File: src/sv/fwdp_pkg.sv
// fwdp_pkg: shared constants and codes for the FIFO with duplicate purge.
// No dependencies; imported by fifo_with_duplicate_purge_top and tb.
`default_nettype none
package fwdp_pkg;

  localparam int unsigned FWDP_DEPTH = 16;
  localparam int unsigned VALUE_W    = 32;
  localparam int unsigned ACTION_W   = 2;
  localparam int unsigned STATUS_W   = 2;

  typedef enum logic [ACTION_W-1:0] {
    ACT_ENQUEUE = 2'd0,
    ACT_DEQUEUE = 2'd1,
    ACT_PURGE   = 2'd2
  } action_e;

  typedef enum logic [STATUS_W-1:0] {
    ST_OK    = 2'd0,
    ST_EMPTY = 2'd1,
    ST_FULL  = 2'd2
  } status_e;

  localparam logic [VALUE_W-1:0] EMPTY_DATA = '1;

endpackage
`default_nettype wire

File: src/sv/fifo_with_duplicate_purge_top.sv
// FIFO of 32-bit values over a synchronous store with one write and one read port, with a duplicate purge.
// Depends on fwdp_pkg (widths, action and status codes).
//
// Usage:
//   Input stream: s_axis_tuser_i carries the action (enqueue, dequeue, purge),
//   s_axis_tdata_i the value to enqueue. Each input word gives one output word:
//   tdata = {occupancy, data}, tuser = status.
//   Enqueue, unused codes and an empty dequeue or purge answer straight from
//   the output register; a dequeue first passes the store read register and
//   S_DEQ_WAIT. A purge walks the held entries: per entry one read, then one
//   read and one compare per kept entry checked, plus a write for a survivor.
//   s_axis_tready_o is low while it runs.
//   Enqueues can follow back to back; a dequeue holds s_axis_tready_o low
//   until the single store read port fills the one-deep output register.
//   Reset clears head, tail and count; the store itself is not cleared and
//   never needs to be, since only held entries are read.
//   A stalled receiver holds the output word; a new input word is taken only
//   once the output register is empty or being emptied in that cycle.
`default_nettype none
module fifo_with_duplicate_purge_top #(
  parameter int unsigned DEPTH = fwdp_pkg::FWDP_DEPTH
) (
  input  wire logic                                      clk_i,
  input  wire logic                                      rst_ni,
  // value[31:0]
  input  wire logic [fwdp_pkg::VALUE_W-1:0]              s_axis_tdata_i,
  // action[1:0]
  input  wire logic [fwdp_pkg::ACTION_W-1:0]             s_axis_tuser_i,
  input  wire logic                                      s_axis_tvalid_i,
  output logic                                           s_axis_tready_o,
  // data[31:0], occupancy[36:32] at 16 entries, zero fill to bytes
  output logic [((fwdp_pkg::VALUE_W + $clog2(DEPTH+1) + 7) / 8) * 8 - 1:0]
                                                         m_axis_tdata_o,
  // status[1:0]
  output logic [fwdp_pkg::STATUS_W-1:0]                  m_axis_tuser_o,
  output logic                                           m_axis_tvalid_o,
  input  wire logic                                      m_axis_tready_i
);
  import fwdp_pkg::*;

  localparam int unsigned AW   = $clog2(DEPTH);
  localparam int unsigned CW   = $clog2(DEPTH + 1);
  localparam int unsigned OUTW = ((VALUE_W + CW + 7) / 8) * 8;

  typedef enum logic [2:0] {
    S_IDLE,
    S_DEQ_WAIT,
    S_P_CAND,
    S_P_CAPT,
    S_P_SRD,
    S_P_SCMP,
    S_P_KEEP,
    S_P_FIN
  } state_e;

  function automatic logic [AW-1:0] pos_at(logic [AW-1:0] base, logic [CW-1:0] off);
    logic [AW:0] sum;
    sum = {1'b0, base} + (AW+1)'(off);
    if (sum >= (AW+1)'(DEPTH)) sum = sum - (AW+1)'(DEPTH);
    return sum[AW-1:0];
  endfunction

  logic [VALUE_W-1:0] mem_q [DEPTH];
  logic [VALUE_W-1:0] rdata_q;
  logic [AW-1:0]      raddr;
  logic               we;
  logic [AW-1:0]      waddr;
  logic [VALUE_W-1:0] wdata;

  state_e             state_q, state_d;
  logic [AW-1:0]      head_q, head_d, tail_q, tail_d;
  logic [CW-1:0]      count_q, count_d;
  logic [CW-1:0]      i_q, i_d, j_q, j_d, kept_q, kept_d;
  logic [VALUE_W-1:0] cand_q, cand_d;
  logic               ovalid_q, ovalid_d;
  logic [VALUE_W-1:0] odata_q, odata_d;
  status_e            ostat_q, ostat_d;
  logic [CW-1:0]      oocc_q, oocc_d;

  logic               in_acc;
  logic               out_acc;
  action_e            act;
  logic [CW-1:0]      i_next;

  assign out_acc         = ovalid_q & m_axis_tready_i;
  assign s_axis_tready_o = (state_q == S_IDLE) & (~ovalid_q | m_axis_tready_i);
  assign in_acc          = s_axis_tvalid_i & s_axis_tready_o;
  assign act             = action_e'(s_axis_tuser_i);
  assign i_next          = i_q + CW'(1);

  assign m_axis_tvalid_o = ovalid_q;
  assign m_axis_tdata_o  = OUTW'({oocc_q, odata_q});
  assign m_axis_tuser_o  = ostat_q;

  always_comb begin
    state_d  = state_q;
    head_d   = head_q;
    tail_d   = tail_q;
    count_d  = count_q;
    i_d      = i_q;
    j_d      = j_q;
    kept_d   = kept_q;
    cand_d   = cand_q;
    ovalid_d = out_acc ? 1'b0 : ovalid_q;
    odata_d  = odata_q;
    ostat_d  = ostat_q;
    oocc_d   = oocc_q;
    raddr    = head_q;
    we       = 1'b0;
    waddr    = tail_q;
    wdata    = s_axis_tdata_i;

    unique case (state_q)
      S_IDLE: begin
        if (in_acc) begin
          odata_d = '0;
          ostat_d = ST_OK;
          unique case (act)
            ACT_ENQUEUE: begin
              ovalid_d = 1'b1;
              if (count_q == CW'(DEPTH)) begin
                ostat_d = ST_FULL;
                oocc_d  = count_q;
              end else begin
                we      = 1'b1;
                tail_d  = pos_at(tail_q, CW'(1));
                count_d = count_q + CW'(1);
                oocc_d  = count_q + CW'(1);
              end
            end
            ACT_DEQUEUE: begin
              if (count_q == '0) begin
                ovalid_d = 1'b1;
                odata_d  = EMPTY_DATA;
                ostat_d  = ST_EMPTY;
                oocc_d   = count_q;
              end else begin
                head_d  = pos_at(head_q, CW'(1));
                count_d = count_q - CW'(1);
                state_d = S_DEQ_WAIT;
              end
            end
            ACT_PURGE: begin
              if (count_q == '0) begin
                ovalid_d = 1'b1;
                oocc_d   = count_q;
              end else begin
                i_d     = '0;
                kept_d  = '0;
                state_d = S_P_CAND;
              end
            end
            default: begin
              ovalid_d = 1'b1;
              oocc_d   = count_q;
            end
          endcase
        end
      end
      S_DEQ_WAIT: begin
        ovalid_d = 1'b1;
        odata_d  = rdata_q;
        ostat_d  = ST_OK;
        oocc_d   = count_q;
        state_d  = S_IDLE;
      end
      S_P_CAND: begin
        raddr   = pos_at(head_q, i_q);
        state_d = S_P_CAPT;
      end
      S_P_CAPT: begin
        cand_d = rdata_q;
        j_d    = '0;
        if (kept_q == '0) state_d = S_P_KEEP;
        else state_d = S_P_SRD;
      end
      S_P_SRD: begin
        raddr   = pos_at(head_q, j_q);
        state_d = S_P_SCMP;
      end
      S_P_SCMP: begin
        if (rdata_q == cand_q) begin
          i_d     = i_next;
          state_d = (i_next == count_q) ? S_P_FIN : S_P_CAND;
        end else if (j_q + CW'(1) == kept_q) begin
          state_d = S_P_KEEP;
        end else begin
          j_d     = j_q + CW'(1);
          state_d = S_P_SRD;
        end
      end
      S_P_KEEP: begin
        we      = 1'b1;
        waddr   = pos_at(head_q, kept_q);
        wdata   = cand_q;
        kept_d  = kept_q + CW'(1);
        i_d     = i_next;
        state_d = (i_next == count_q) ? S_P_FIN : S_P_CAND;
      end
      S_P_FIN: begin
        count_d  = kept_q;
        tail_d   = pos_at(head_q, kept_q);
        ovalid_d = 1'b1;
        odata_d  = '0;
        ostat_d  = ST_OK;
        oocc_d   = kept_q;
        state_d  = S_IDLE;
      end
      default: state_d = S_IDLE;
    endcase
  end

  always_ff @(posedge clk_i or negedge rst_ni) begin
    if (!rst_ni) begin
      state_q  <= S_IDLE;
      head_q   <= '0;
      tail_q   <= '0;
      count_q  <= '0;
      i_q      <= '0;
      j_q      <= '0;
      kept_q   <= '0;
      cand_q   <= '0;
      ovalid_q <= 1'b0;
      odata_q  <= '0;
      ostat_q  <= ST_OK;
      oocc_q   <= '0;
    end else begin
      state_q  <= state_d;
      head_q   <= head_d;
      tail_q   <= tail_d;
      count_q  <= count_d;
      i_q      <= i_d;
      j_q      <= j_d;
      kept_q   <= kept_d;
      cand_q   <= cand_d;
      ovalid_q <= ovalid_d;
      odata_q  <= odata_d;
      ostat_q  <= ostat_d;
      oocc_q   <= oocc_d;
    end
  end

  // entry store: one write, one registered read per cycle
  always_ff @(posedge clk_i) begin
    if (we) mem_q[waddr] <= wdata;
    rdata_q <= mem_q[raddr];
  end

endmodule
`default_nettype wire

File: config.mk
export PLATFORM = sky130hd
export DESIGN_NAME = fifo_with_duplicate_purge_top
export DESIGN_NICKNAME = d
export VERILOG_FILES = /design/src/sv/fwdp_pkg.sv /design/src/sv/fifo_with_duplicate_purge_top.sv
export SDC_FILE = /design/constraint.sdc
export NUM_CORES = 1
export LEC_CHECK = 0
export BUFFER_PORTS_ARGS = -buffer_cell sky130_fd_sc_hd__buf_4
export CAP_MARGIN = 20
export CORE_UTILIZATION = 30
export CTS_BUF_LIST = sky130_fd_sc_hd__clkbuf_8
export CTS_CLUSTER_DIAMETER = 150
export DETAILED_ROUTE_END_ITERATION = 12
export PLACE_DENSITY = 0.56
export SETUP_SLACK_MARGIN = 0.15
export SLEW_MARGIN = 20
export SYNTH_ARGS = -nofsm -noshare
export SYNTH_HDL_FRONTEND = slang
export SYNTH_SLANG_ARGS = --single-unit
File: constraint.sdc
create_clock -name clk_i -period 6.3 [get_ports clk_i]
set_input_delay 0.315 -clock clk_i [delete_from_list [all_inputs] [get_ports clk_i]]
set_output_delay 0.315 -clock clk_i [all_outputs]
set_load 0.02 [all_outputs]
### Word-level counts from Yosys, hierarchy flattened

Memory sizes are Yosys's and may differ from the RTL's. A register that Yosys moved wholly into a read port is not among the register bits.
Index checks and enable logic that the tools add are counted.
W data, S select, Z words.

* bits in registers: 103
* RAM bits: 512
* bits of input ports: 38
* output and inout bits: 44
* memories: 1

* $add $sub $neg: 15
* magnitude comparators: 5
* eq/ne operators: 26
* multiplexer cells: 59
* bitwise operators: 6
* reductions and logical operators: 22

Memories
* mem_q: depth 16, width 32, read ports 1, clocked after memory_dff 1, wr ports 1, line fifo_with_duplicate_purge_top.sv:63 `logic [VALUE_W-1:0] mem_q [DEPTH];`

Operators by type and width (count)
* $mux W32: 4
* $pmux W32 S3: 1
* $mux W5: 11
* $pmux W5 S2: 5
* $mux W4: 9
* $eq A32 B32 Y1: 1
* $pmux W5 S3: 2
* $ge A5 B5 Y1 const B: 5
* $pmux W3 S7: 1
* $add A5 B1 Y5 const B: 4
* $reduce_and A4 Y1: 5
* $sub A4 B1 Y4 const B: 5
* $pmux W4 S2: 2
* $add A4 B5 Y5: 3
* $mux W3: 5
* $eq A3 B3 Y1 const B: 4
* $ne A2 B2 Y1 const B: 6
* $add A4 B1 Y5 const B: 2
* $eq A5 B5 Y1: 2
* $logic_not A5 Y1: 2
* $mux W1: 10
* $mux W2: 4
* $pmux W2 S2: 2
* $reduce_bool A2 Y1: 4
* other kinds (22): 34

### Depth between registers and ports, before layout

* word-level depth: 8
* mapped depth: 16
* gate-level depth less buffers: 12

### Worst setup path before layout

OpenSTA, ideal clock, no wires.

* path kind: register -> register
* start: register count_q[0]
* end: memory mem_q[1][0], enable pin
* arrival time: 3196 ps
* setup slack: 2683 ps
* stages on the path, launching flop included: 10
* path buffers: 1
* period minus slack after synthesis: 3617 ps
* cell sequence: dfrtp_1 clkbuf_1 inv_1 ha_1 nand4bb_1 nand2_1 nor2_1 nand2_1 o22a_1 nor2_1

* cells in the longest elaborated chain, start to end: 7

Ends and longest elaborated chain
* from (decl): line fifo_with_duplicate_purge_top.sv:72 `logic [CW-1:0] count_q, count_d;`
* from (signal assigned): line fifo_with_duplicate_purge_top.sv:231 `count_q <= count_d;`
* $eq A5 B5 Y1: line fifo_with_duplicate_purge_top.sv:121 `if (count_q == CW'(DEPTH)) begin`
* $mux W1: line fifo_with_duplicate_purge_top.sv:121
* $mux W1: line fifo_with_duplicate_purge_top.sv:118 `unique case (act)`
* $mux W1: line fifo_with_duplicate_purge_top.sv:115 `if (in_acc) begin`
* $pmux W1 S2: line fifo_with_duplicate_purge_top.sv:113 `unique case (state_q)`
* $mux W1: line fifo_with_duplicate_purge_top.sv:245 `if (we) mem_q[waddr] <= wdata;`
* $mux W1 (not written as such): line fifo_with_duplicate_purge_top.sv:245
* to (decl): line fifo_with_duplicate_purge_top.sv:63

Every way passes these cells.

### Worst setup path in the final report

* start: register state_q[1]
* end: register rdata_q[23] (read register of mem_q)

* cells in the longest elaborated chain, start to end: 2

Ends and longest elaborated chain
* from (decl): line fifo_with_duplicate_purge_top.sv:70 `state_e state_q, state_d;`
* from (signal assigned): line fifo_with_duplicate_purge_top.sv:228 `state_q <= state_d;`
* $eq A3 B3 Y1 or $eq A3 B2 Y1 (tied branches): line fifo_with_duplicate_purge_top.sv:113
* $pmux W4 S2 (*): line fifo_with_duplicate_purge_top.sv:113
* to (decl): line fifo_with_duplicate_purge_top.sv:64 `logic [VALUE_W-1:0] rdata_q;`

Mark *: on every way between the ends. The rest lies on a longest branch, timed or not.
A chain may end at the register's enable or synchronous reset.

==> impl_metrics.ini <==
[cells_and_area]
design_area_um2 = 33300
syn_to_final_growth_pct = 14.5
fin_util = 0.349
finalNonFillerCells = 3682
fin_nets = 2385
drive_above_1_share = 0.152

[grt]
grt_pass1_wl_um = 132000
use_met1 = 0.227
use_met2 = 0.300
use_met3 = 0.0256
grt.busiest_layer = met2
grt-ovfl-total = 0
grt_pass1_vias = 19976
antenna_found_initial = 3
grt_max_degree = 129
grt_use_total = 0.179

[yosys]
synth-main-ff-cell = edfxtp_1
netlist_area_um2 = 29100
synth_seq_cells = 647
synth_seq_area_share = 0.639
syn_avg_cell_area_um2 = 12.8
yosysMostFrequentCell = edfxtp_1
synth_top_area_cell = edfxtp_1
synth_enable_flop_cells = 512
yosysWarningCount = 0
synth_common_cells = edfxtp_1 (512), nand2_1 (297), mux2i_1 (133)
synth_cell_type_count = 64
synth_top_area_frac = 0.528
synth_cells = 2267
synthTopCellsByArea = edfxtp_1 (53%), dfrtp_1 (8.9%), mux2i_1 (4.6%)
synthArstFlopShare = 0.159

[setup_path]
setup.worst_path.class = register to register
arrival_ns = 5.35
worstSetupEndpointType = register
crit_buf_inv = 2
startpoint = state_q[1]$_DFFE_PN0P_
cp_max_fo = 31
max_stage_delay_ns = 0.87
required_ns = 6.90
cpMostUsedCell = mux2_2
rrSetupSlack_ns = 1.55
r2r-end = rdata_q[23]$_DFF_P_
cp-start-kind = register
cp_top_family = simple AND/OR/NAND/NOR gates
slowest_stage = dfrtp_1
r2r-start = state_q[1]$_DFFE_PN0P_
worstRegToRegCells = 13
path_cells = nand2b_1 -> nor2_1 -> mux2_2 -> ha_1 -> inv_1 -> fa_1 -> xor2_4 -> nor3_4 -> or2_4 -> buf_4 -> mux2i_1 -> a221oi_1 -> mux2_2

[detailed_routing]
drc = 0
wl_per_cell_um = 24.3
wl_um = 89300
vias = 19936
postRouteAntennaNets = 0
via_per_inst = 5.41
drt_iter0_markers = 1821
dr.pass1.iters = 5

[clock_network]
cts_inserted_buffers = 102
clk_path_buf_depth = 3
clockRootBuffer = clkbuf_8
cts_tree = done
clock-sinks = 647
cts_setup_buffers = 0
insertion_delay_ns = 0.72
htreeDepth = 3
path_clk_slew_ns = 0.07

[sta]
fin_tns_setup_ns = 0
finalHoldViolCount = 0
fmaxAchievable_ghz = 0.211
holdWs_ns = 0.133
worstMarginPinSlew_ns = 1.09
finalCriticalPeriod_ns = 4.75
slew_headroom = 0.271
period_share = 0.753
finalSetupViolCount = 0
fin_skew_ns = 0.0254
rsz0062_at_grt = no
slew_viol_final = 0

[floorplanning]
die_w_um = 313
die_h_um = 313
ioPinCount = 82
die_area_um2 = 98200
start_util = 0.304
coreArea_um2 = 95600
rows = 113

[placement]
placed_area_um2 = 31200
port_buffers = 78
dp.cells = 3483
gp_congestion = 0.834
hpwl_um = 51200

[pwr]
powerDensity_nw_per_um2 = 511
p_leak_nw = 11.8
vdd_drop_max_v = 0.000663

[worst_hold_path]
hp-class = input pin to register
worstHoldPathCells = 4
hold_path_end = state_q[0]$_DFFE_PN0P_
hp-start = s_axis_tuser_i[1]

[run_status]
outcome = finished, final reports clean

[job]
drv_cap = 0
how the worst max path moves through the flow:
stage                                        to  cells past startpoint
final                       rdata_q[23]$_DFF_P_                     13
after global placement      rdata_q[31]$_DFF_P_                     13
after detailed placement    rdata_q[23]$_DFF_P_                     13
after global routing        rdata_q[31]$_DFF_P_                     13
after CTS                   rdata_q[23]$_DFF_P_                     13
after floorplan           mem_q[1][0]$_DFFE_PP_                      9
cell families (layout without fill, tap and decap cells):
logic type      Yosys count  count (layout)  synth area share
flops                   647             647             0.639
simple gates            744             744             0.130
mux                     170             170            0.0601
other cells               1               4          0.000129
xor+xnor                 61              61            0.0186
compound gates          427             427             0.113
buf+inv                 197             344            0.0295
fa+ha+maj                20              20           0.00912
per-stage QoR:
stage               worst slack (ns)  total power, mW
detailed placement              1.59             13.5
finish                          1.55             17.0
global placement                1.71             13.3
CTS                             1.54             17.1
floorplan                       2.68             10.8
global route                    1.25             17.9
state kept, by name (all words and copies together) (netlist names):
signal	cells
tail_q	4
m_axis_tvalid_o	1
cand_q	32
count_q	5
m_axis_tuser_o	2
rdata_q	32
j_q	5
oocc_q	5
i_q	5
mem_q	512
odata_q	32
head_q	4
state_q	3
kept_q	5
final cells by class:
cell class / count / area, µm²
inverters: 16 / 62.6
well taps: 1265 / 1580
fillers: 9306 / 62300
repair buffers: 135 / 1120
clock inverters: 69 / 348
multi-input cells: 1425 / 9900
flip-flops and latches: 647 / 18600
diodes: 1 / 2.50
clock buffers: 124 / 1710
power by group:
group / switching (mW) / leakage [nW] / internal, mW
Clock: 1.74 / 1.19 / 1.84
Sequential: 0.627 / 6.16 / 5.18
Combinational: 4.81 / 4.50 / 2.82
Total: 7.18 / 11.8 / 9.84
metal layers:
| metal | part of all wire | routed length [µm] |
|---|---|---|
| met1 | 0.41 | 37000 |
| met2 | 0.48 | 43100 |
| met3 | 0.062 | 5500 |
| met4 | 0.041 | 3700 |
| met5 | 0.00024 | 21 |
layout by cell type (no fill, tap or decap), types with 47 or more instances in the layout:
cell type	n
a21oi_1	53
a221oi_1	66
buf_4	125
clkbuf_8	124
dfrtp_1	102
edfxtp_1	512
mux2i_1	133
nand2_1	296
nand2b_1	70
nand3_1	47
nand4_1	71
nor2_1	86
nor3b_1	67
o21a_1	67
o32ai_1	65
worst reg2reg max path, delay by kind of cell, from the launching register on:
family                     cells  cell delay, ns
AOI/OAI and AO/OA              1            0.12
buffers and inverters          2            0.66
adders and majority gates      2            0.68
and+or+nand+nor                4            1.17
muxes                          3            0.89
DFF                            1            0.87
xor gates and xnor gates       1            0.23
what timing repair did:
item | in CTS | in global routing
setup endpoints to repair | 0 | 0
endpoints found under the hold margin | 57 | 0
resized for setup | 0 | 0
hold buffers | 3 | 0
Note: power is estimated with default switching activity, not from simulation.
